<file path="src/rtl/sfd_pkg.sv">
package sfd_pkg;

    localparam int SFD_MAX_FRAME_BYTES = 128;

    localparam int CFG_IDX_W = 2;

    localparam logic [CFG_IDX_W-1:0] REG_DELIM     = 2'd0;
    localparam logic [CFG_IDX_W-1:0] REG_ESC       = 2'd1;
    localparam logic [CFG_IDX_W-1:0] REG_ESC_DELIM = 2'd2;
    localparam logic [CFG_IDX_W-1:0] REG_ESC_ESC   = 2'd3;

    localparam logic [7:0] RST_DELIM     = 8'd192;
    localparam logic [7:0] RST_ESC       = 8'd219;
    localparam logic [7:0] RST_ESC_DELIM = 8'd220;
    localparam logic [7:0] RST_ESC_ESC   = 8'd221;

    localparam logic [2:0] ST_OK         = 3'd0;
    localparam logic [2:0] ST_BAD_SUM    = 3'd1;
    localparam logic [2:0] ST_EMPTY      = 3'd2;
    localparam logic [2:0] ST_SHORT      = 3'd3;
    localparam logic [2:0] ST_OVERFLOW   = 3'd4;
    localparam logic [2:0] ST_BAD_ESCAPE = 3'd5;

    localparam logic KIND_PAYLOAD = 1'b0;
    localparam logic KIND_VERDICT = 1'b1;

    typedef struct packed {
        logic       kind;
        logic [7:0] data_byte;
        logic [2:0] status;
        logic [7:0] sender_id;
        logic [7:0] receiver_id;
        logic [6:0] payload_length;
    } t_result;

endpackage

</file>
<file path="src/rtl/sfd_core.sv">
module sfd_core import sfd_pkg::*; #(
    parameter int MAX_FRAME_BYTES = SFD_MAX_FRAME_BYTES
) (
    input  logic                 i_clk,
    input  logic                 i_rst_n,
    input  logic                 i_cfg_wr_en,
    input  logic [CFG_IDX_W-1:0] i_cfg_idx,
    input  logic [7:0]           i_cfg_wdata,
    input  logic                 i_step,
    input  logic [7:0]           i_byte,
    output logic                 o_res_valid,
    output t_result              o_res
);

    localparam int         EmitRaw  = MAX_FRAME_BYTES - 3;
    localparam logic [6:0] EMIT_LEN = (EmitRaw > 127) ? 7'd127 : 7'(EmitRaw);
    localparam logic [7:0] MAX_CNT  = 8'(MAX_FRAME_BYTES);

    typedef enum logic [2:0] {
        S_WAIT = 3'b001,
        S_MSG  = 3'b010,
        S_ESC  = 3'b100
    } t_mode;

    logic [7:0] r_delim, r_esc, r_esc_delim, r_esc_esc;

    t_mode      r_mode, n_mode;
    logic [7:0] r_count, n_count;
    logic [7:0] r_sum, n_sum;
    logic [7:0] r_last_wt, n_last_wt;
    logic [7:0] r_dl0, r_dl1, r_dl2;
    logic [7:0] n_dl0, n_dl1, n_dl2;

    logic       w_store;
    logic       w_close;
    logic [7:0] w_val;
    logic [7:0] w_wt;
    logic [7:0] w_expect;
    logic [7:0] w_len_raw;

    always_ff @(posedge i_clk) begin
        if (!i_rst_n) begin
            r_delim     <= RST_DELIM;
            r_esc       <= RST_ESC;
            r_esc_delim <= RST_ESC_DELIM;
            r_esc_esc   <= RST_ESC_ESC;
        end else if (i_cfg_wr_en) begin
            case (i_cfg_idx)
                REG_DELIM:     r_delim     <= i_cfg_wdata;
                REG_ESC:       r_esc       <= i_cfg_wdata;
                REG_ESC_DELIM: r_esc_delim <= i_cfg_wdata;
                REG_ESC_ESC:   r_esc_esc   <= i_cfg_wdata;
                default: ;
            endcase
        end
    end

    // classify the byte against the current mode
    always_comb begin
        w_store = 1'b0;
        w_close = 1'b0;
        w_val   = i_byte;
        w_wt    = i_byte;
        case (r_mode)
            S_MSG: begin
                if (i_byte != r_esc && i_byte == r_delim) begin
                    w_close = 1'b1;
                end else if (i_byte != r_esc) begin
                    w_store = 1'b1;
                end
            end
            S_ESC: begin
                if (i_byte == r_esc_delim) begin
                    w_store = 1'b1;
                    w_val   = r_delim;
                    w_wt    = r_esc + r_esc_delim;
                end else if (i_byte == r_esc_esc) begin
                    w_store = 1'b1;
                    w_val   = r_esc;
                    w_wt    = r_esc + r_esc_esc;
                end
            end
            default: ;
        endcase
    end

    assign w_expect  = r_sum - r_last_wt;
    assign w_len_raw = r_count - 8'd3;

    always_comb begin
        n_mode      = r_mode;
        n_count     = r_count;
        n_sum       = r_sum;
        n_last_wt   = r_last_wt;
        n_dl0       = r_dl0;
        n_dl1       = r_dl1;
        n_dl2       = r_dl2;
        o_res_valid = 1'b0;
        o_res       = '0;

        if (i_step) begin
            if (w_store) begin
                if (r_count >= MAX_CNT) begin
                    n_mode               = S_WAIT;
                    n_count              = '0;
                    n_sum                = '0;
                    n_last_wt            = '0;
                    o_res_valid          = 1'b1;
                    o_res.kind           = KIND_VERDICT;
                    o_res.status         = ST_OVERFLOW;
                    o_res.payload_length = EMIT_LEN;
                end else begin
                    if (r_count >= 8'd3) begin
                        o_res_valid     = 1'b1;
                        o_res.kind      = KIND_PAYLOAD;
                        o_res.data_byte = r_dl0;
                    end
                    n_dl0     = r_dl1;
                    n_dl1     = r_dl2;
                    n_dl2     = w_val;
                    n_count   = r_count + 8'd1;
                    n_sum     = r_sum + w_wt;
                    n_last_wt = w_wt;
                    n_mode    = S_MSG;
                end
            end else if (w_close) begin
                o_res_valid = 1'b1;
                o_res.kind  = KIND_VERDICT;
                if (r_count == 8'd0) begin
                    o_res.status = ST_EMPTY;
                end else if (r_count < 8'd3) begin
                    o_res.status = ST_SHORT;
                end else begin
                    o_res.status         = (w_expect == r_dl2) ? ST_OK : ST_BAD_SUM;
                    o_res.sender_id      = r_dl0;
                    o_res.receiver_id    = r_dl1;
                    o_res.payload_length = (w_len_raw > 8'd127) ? 7'd127 : w_len_raw[6:0];
                end
                n_mode    = S_MSG;
                n_count   = '0;
                n_sum     = '0;
                n_last_wt = '0;
            end else begin
                case (r_mode)
                    S_MSG: n_mode = S_ESC;
                    S_ESC: begin
                        n_mode       = S_WAIT;
                        n_count      = '0;
                        n_sum        = '0;
                        n_last_wt    = '0;
                        o_res_valid  = 1'b1;
                        o_res.kind   = KIND_VERDICT;
                        o_res.status = ST_BAD_ESCAPE;
                    end
                    default: begin
                        if (i_byte == r_delim) begin
                            n_mode    = S_MSG;
                            n_count   = '0;
                            n_sum     = '0;
                            n_last_wt = '0;
                        end
                    end
                endcase
            end
        end
    end

    always_ff @(posedge i_clk) begin
        if (!i_rst_n) begin
            r_mode    <= S_WAIT;
            r_count   <= '0;
            r_sum     <= '0;
            r_last_wt <= '0;
        end else begin
            r_mode    <= n_mode;
            r_count   <= n_count;
            r_sum     <= n_sum;
            r_last_wt <= n_last_wt;
        end
    end

    // delay line is only read once three bytes of the frame are in it
    always_ff @(posedge i_clk) begin
        r_dl0 <= n_dl0;
        r_dl1 <= n_dl1;
        r_dl2 <= n_dl2;
    end

endmodule

</file>
<file path="src/rtl/sfd_outbuf.sv">
module sfd_outbuf import sfd_pkg::*; (
    input  logic    i_clk,
    input  logic    i_rst_n,
    input  logic    i_valid,
    input  t_result i_data,
    output logic    o_ready,
    output logic    o_valid,
    output t_result o_data,
    input  logic    i_ready
);

    // two-entry queue, so a result can wait while the next beat is produced
    t_result    r_mem [2];
    logic       r_wr_ptr, r_rd_ptr;
    logic [1:0] r_count;

    logic w_push;
    logic w_pop;

    assign o_ready = (r_count != 2'd2);
    assign o_valid = (r_count != 2'd0);
    assign o_data  = r_mem[r_rd_ptr];
    assign w_push  = i_valid && o_ready;
    assign w_pop   = o_valid && i_ready;

    always_ff @(posedge i_clk) begin
        if (w_push) begin
            r_mem[r_wr_ptr] <= i_data;
        end
    end

    always_ff @(posedge i_clk) begin
        if (!i_rst_n) begin
            r_wr_ptr <= 1'b0;
            r_rd_ptr <= 1'b0;
            r_count  <= 2'd0;
        end else begin
            if (w_push) begin
                r_wr_ptr <= ~r_wr_ptr;
            end
            if (w_pop) begin
                r_rd_ptr <= ~r_rd_ptr;
            end
            case ({w_push, w_pop})
                2'b10:   r_count <= r_count + 2'd1;
                2'b01:   r_count <= r_count - 2'd1;
                default: r_count <= r_count;
            endcase
        end
    end

endmodule

</file>
<file path="src/rtl/slip_frame_decoder_checksum_unit.sv">
// a byte is held in the input register and its result in the output queue before it reaches the master side
// throughput: one byte per cycle unless the output queue is full, set by sfd_core
// bytes that cause no result still take one pass through the input register
// reset (synchronous, active low) clears frame state, queues and handshakes,
// and loads the default delimiter and escape codes
module slip_frame_decoder_checksum_unit import sfd_pkg::*; #(
    parameter int MAX_FRAME_BYTES = SFD_MAX_FRAME_BYTES
) (
    input  logic                 i_clk,
    input  logic                 i_rst_n,
    input  logic                 i_cfg_wr_en,
    input  logic [CFG_IDX_W-1:0] i_cfg_idx,
    input  logic [7:0]           i_cfg_wdata,
    input  logic                 s_axis_tvalid,
    output logic                 s_axis_tready,
    input  logic [7:0]           s_axis_tdata,   // rx_byte
    output logic                 m_axis_tvalid,
    input  logic                 m_axis_tready,
    // data_byte[7:0], status[10:8], sender_id[18:11], receiver_id[26:19],
    // payload_length[33:27], zero fill[39:34]
    output logic [39:0]          m_axis_tdata,
    output logic                 m_axis_tuser    // kind
);

    logic       r_in_valid;
    logic [7:0] r_in_byte;

    logic    w_step;
    logic    w_buf_ready;
    logic    w_res_valid;
    t_result w_res;
    t_result w_out;

    assign w_step        = r_in_valid && w_buf_ready;
    assign s_axis_tready = !r_in_valid || w_step;

    always_ff @(posedge i_clk) begin
        if (!i_rst_n) begin
            r_in_valid <= 1'b0;
        end else if (s_axis_tready) begin
            r_in_valid <= s_axis_tvalid;
        end
    end

    always_ff @(posedge i_clk) begin
        if (s_axis_tready && s_axis_tvalid) begin
            r_in_byte <= s_axis_tdata;
        end
    end

    sfd_core #(
        .MAX_FRAME_BYTES (MAX_FRAME_BYTES)
    ) u_core (
        .i_clk       (i_clk),
        .i_rst_n     (i_rst_n),
        .i_cfg_wr_en (i_cfg_wr_en),
        .i_cfg_idx   (i_cfg_idx),
        .i_cfg_wdata (i_cfg_wdata),
        .i_step      (w_step),
        .i_byte      (r_in_byte),
        .o_res_valid (w_res_valid),
        .o_res       (w_res)
    );

    sfd_outbuf u_outbuf (
        .i_clk   (i_clk),
        .i_rst_n (i_rst_n),
        .i_valid (w_step && w_res_valid),
        .i_data  (w_res),
        .o_ready (w_buf_ready),
        .o_valid (m_axis_tvalid),
        .o_data  (w_out),
        .i_ready (m_axis_tready)
    );

    assign m_axis_tuser = w_out.kind;
    assign m_axis_tdata = {6'd0, w_out.payload_length, w_out.receiver_id,
                           w_out.sender_id, w_out.status, w_out.data_byte};

endmodule

</file>
<file path="config.mk">
export PLATFORM = sky130hd
export DESIGN_NAME = slip_frame_decoder_checksum_unit
export DESIGN_NICKNAME = d
export VERILOG_FILES = /design/src/rtl/sfd_pkg.sv /design/src/rtl/sfd_core.sv /design/src/rtl/sfd_outbuf.sv /design/src/rtl/slip_frame_decoder_checksum_unit.sv
export SDC_FILE = /design/constraint.sdc
export NUM_CORES = 1
export LEC_CHECK = 0
export ABC_AREA = 1
export BUFFER_PORTS_ARGS = -buffer_cell sky130_fd_sc_hd__buf_2
export CORE_UTILIZATION = 35
export DETAILED_ROUTE_END_ITERATION = 10
export REMOVE_ABC_BUFFERS = 1
export SYNTH_ARGS = -nofsm -noshare
export SYNTH_HDL_FRONTEND = slang
export SYNTH_SLANG_ARGS = --single-unit
export TNS_END_PERCENT = 1
</file>
<file path="constraint.sdc">
create_clock -name i_clk -period 10.1 [get_ports i_clk]
set_input_delay 2.02 -clock i_clk [delete_from_list [all_inputs] [get_ports i_clk]]
set_output_delay 2.02 -clock i_clk [all_outputs]
set_load 0.05 [all_outputs]
</file>
==> results.yml <==
outcome:
  outcome: "completed"
detailed_routing:
  ant_nets: 0
  wirelength_mm: 19.6
  via_count: 6829
  drt_iter0_markers: 357
  detail_route.vias_per_cell: 4.79
  routedWlPerCell_um: 13.7
  dr.pass1.iters: 7
  drcViolationCount: 0
critical_path:
  end_kind: "primary output"
  worst_setup_path_start_kind: "flip-flop"
  worstPathArrival_ps: 1790
  crit_end: "m_axis_tdata[31]"
  rrSetupSlack_ps: 6620
  cp.required_ps: 8080
  rr_startpoint: "r_in_byte[5]$_DFFE_PP_"
  timing.rr.end: "u_core.r_sum[6]$_SDFFE_PN0P_"
  r2r_cells: 21
  critPathKind: "flip-flop to primary output"
  critPathMaxFanout: 35
timing:
  setup_ws_ps: 6290
  fin_crit_ps: 3810
  rsz0062_at_grt: "no"
  fin_crit_sh_pct: 37.8
  totalNegativeSetupSlack_ps: 0
  slew_headroom_pct: 23.3
  worst_slew_pin_slew_ps: 1150
  clock_skew_ps: 12.5
  setup_viol: 0
  fin_hold_ws_ps: 455
  fmax_mhz: 262
  hold_viol: 0
  drv_slew: 0
clocking:
  cts-buffers-inserted: 17
  cts_hold_buf: 0
  post_cts_buffers: 0
  clockRootBuffer: "clkbuf_16"
  clk_latency_ps: 440
  htreeDepth: 4
  cts_tree: "done"
  clk_pin_slew_ps: 70
  cts_resized: 0
  cts_num_sinks: 167
  clockBufferDepth: 2
synth:
  synth_edf_count: 102
  synth_area_per_cell_um2: 8.72
  async_flop_share_pct: 0
  syn-cell-area_mm2: 0.00898
  ys.warnings.count: 0
  ys_seq_area_share_pct: 48.6
  ys_ff_latch: 167
  syn-instance-count: 1030
  synth_top_area_share_pct: 34.1
  synth_area_leaders: "edfxtp_1 (34%), dfxtp_1 (14%), nand2_1 (11%)"
  synth_flop_cell: "edfxtp_1"
  synth_cell_types: 44
  synth_top_area_cell: "edfxtp_1"
finish:
  syn_to_final_growth_pct: 12.8
  final_core_util_pct: 40.2
  layout_common_cells: "nand2_1 (252), inv_1 (124), edfxtp_1 (102)"
  layout_commonest_cell: "nand2_1"
  layout-drive-gt1-share_pct: 15.4
  final_nets: 1140
  num_antenna_cells: 0
grt:
  grt-ovfl-total: 0
  gr-usage-all-layers_pct: 15.4
  antenna_found_initial: 0
  grt_first_pass_wirelength_mm: 32.1
  grt_max_degree: 46
  grt_pass1_vias: 6502
run:
  cap_viol_max_count: 0
die:
  ioPinCount: 66
  core-area_mm2: 0.0252
  fp.dieW_um: 162
  rows: 58
  die_area_mm2: 0.0263
  dieHeight_um: 162
  start_util_pct: 35.7
placed_design:
  gp_congestion: 0.907
  hpwlAfterDp_mm: 14.0
  preCtsSetupSlack_ps: 6310
  port_buffers: 59
worst_hold_path:
  min_path_type: "flip-flop to flip-flop"
power:
  p_total_w: 0.00147
  peakVddDrop_v: 0.0000869
  power.density_mw_per_mm2: 145
  leakage_nw: 4.29
how the worst min path moves through the flow:
stage                                               from                              to  slack [ps]  cells after the start
after floorplan           u_outbuf.r_rd_ptr$_SDFFE_PN0P_                       flip-flop         430                      1
after global placement         u_core.r_dl1[2]$_DFFE_PP_       u_core.r_dl0[2]$_DFFE_PP_         430                      0
after detailed placement       u_core.r_dl1[2]$_DFFE_PP_       u_core.r_dl0[2]$_DFFE_PP_         440                      0
after CTS                 u_outbuf.r_rd_ptr$_SDFFE_PN0P_  u_outbuf.r_rd_ptr$_SDFFE_PN0P_         450                      1
after global routing           u_core.r_dl1[2]$_DFFE_PP_       u_core.r_dl0[2]$_DFFE_PP_         470                      0
final                     u_outbuf.r_rd_ptr$_SDFFE_PN0P_  u_outbuf.r_rd_ptr$_SDFFE_PN0P_         450                      1
power by group:
group	switching, W	internal, W	total [W]
combinational	0.0000635	0.0000352	0.0000987
sequential	0.0000113	0.000724	0.000736
clock	0.000308	0.000331	0.000638
synthesized netlist by cell type, types with 2 or more instances:
| master | n |
|---|---|
| nand3b_1 | 5 |
| nor2_8 | 2 |
| nor2_2 | 3 |
| o21ai_0 | 45 |
| a31oi_1 | 3 |
| nand3_1 | 52 |
| buf_4 | 8 |
| ha_1 | 31 |
| buf_2 | 5 |
| o21ai_2 | 2 |
| inv_2 | 10 |
| inv_1 | 124 |
| nand2_2 | 3 |
| nand4_1 | 12 |
| mux2_2 | 35 |
| o21bai_1 | 2 |
| fa_1 | 4 |
| xor2_1 | 16 |
| o221ai_1 | 2 |
| clkbuf_1 | 17 |
| and2_1 | 4 |
| o21a_1 | 3 |
| edfxtp_1 | 102 |
| nor2_4 | 2 |
| o211ai_1 | 17 |
| nand3_2 | 2 |
| nor2_1 | 67 |
| or2_1 | 2 |
| nor3_1 | 19 |
| dfxtp_1 | 65 |
| or2_2 | 7 |
| o22ai_1 | 4 |
| nand2_4 | 2 |
| a21oi_1 | 76 |
| xnor2_1 | 12 |
| buf_6 | 6 |
| nand2_1 | 252 |
flip-flops by register name (all words and copies together) (netlist names), named ones only:
register,flops
r_in_byte,8
u_core.r_count,8
u_outbuf.r_wr_ptr,1
u_outbuf.r_mem,70
u_outbuf.r_count,2
u_core.r_dl0,8
u_core.r_sum,8
u_core.r_mode,3
u_core.r_last_wt,8
u_core.r_esc,8
r_in_valid,1
u_core.r_dl2,8
u_core.r_dl1,8
u_outbuf.r_rd_ptr,1
u_core.r_delim,8
u_core.r_esc_esc,8
u_core.r_esc_delim,8
cell families after synthesis:
logic type / count (synthesis) / synth area share [%]
and+or+nand+nor: 435 / 21.2
buffers and inverters: 172 / 8.11
DFF: 167 / 48.6
AOI/OAI and AO/OA: 157 / 9.78
adders and majority gates: 35 / 5.21
muxes: 35 / 4.39
xor gates and xnor gates: 28 / 2.73
other: 1 / 0.0417
routing by layer:
layer	vias to the layer above	track usage [%]	wire, um
met5	-	0	0
met4	0	4.89	326
met3	25	2.76	838
met2	159	25.6	8830
met1	3126	20.3	9570
li1	3519	-	-
cell type report:
type | count | area [um2]
Clock inverter | 15 | 158
Clock buffer | 17 | 425
Fill cell | 2549 | 15100
Tap cell | 330 | 413
Timing Repair Buffer | 65 | 340
Sequential cell | 167 | 4360
Multi-Input combinational cell | 696 | 3920
Inverter | 135 | 507
stage by stage:
step                      area [um2]  cells
final                          10100   1425
after floorplan                 8780    998
after CTS                      10100   1425
after detailed placement        9550   1393
after global routing           10100   1425
after global placement          9550   1393
critical path, stage by stage (launching register included):
cell	delay, ps
dfxtp_1	310
buf_4	400
mux2_2	410
buf_2	210
No activity file was read; power rests on OpenSTA's default activity.
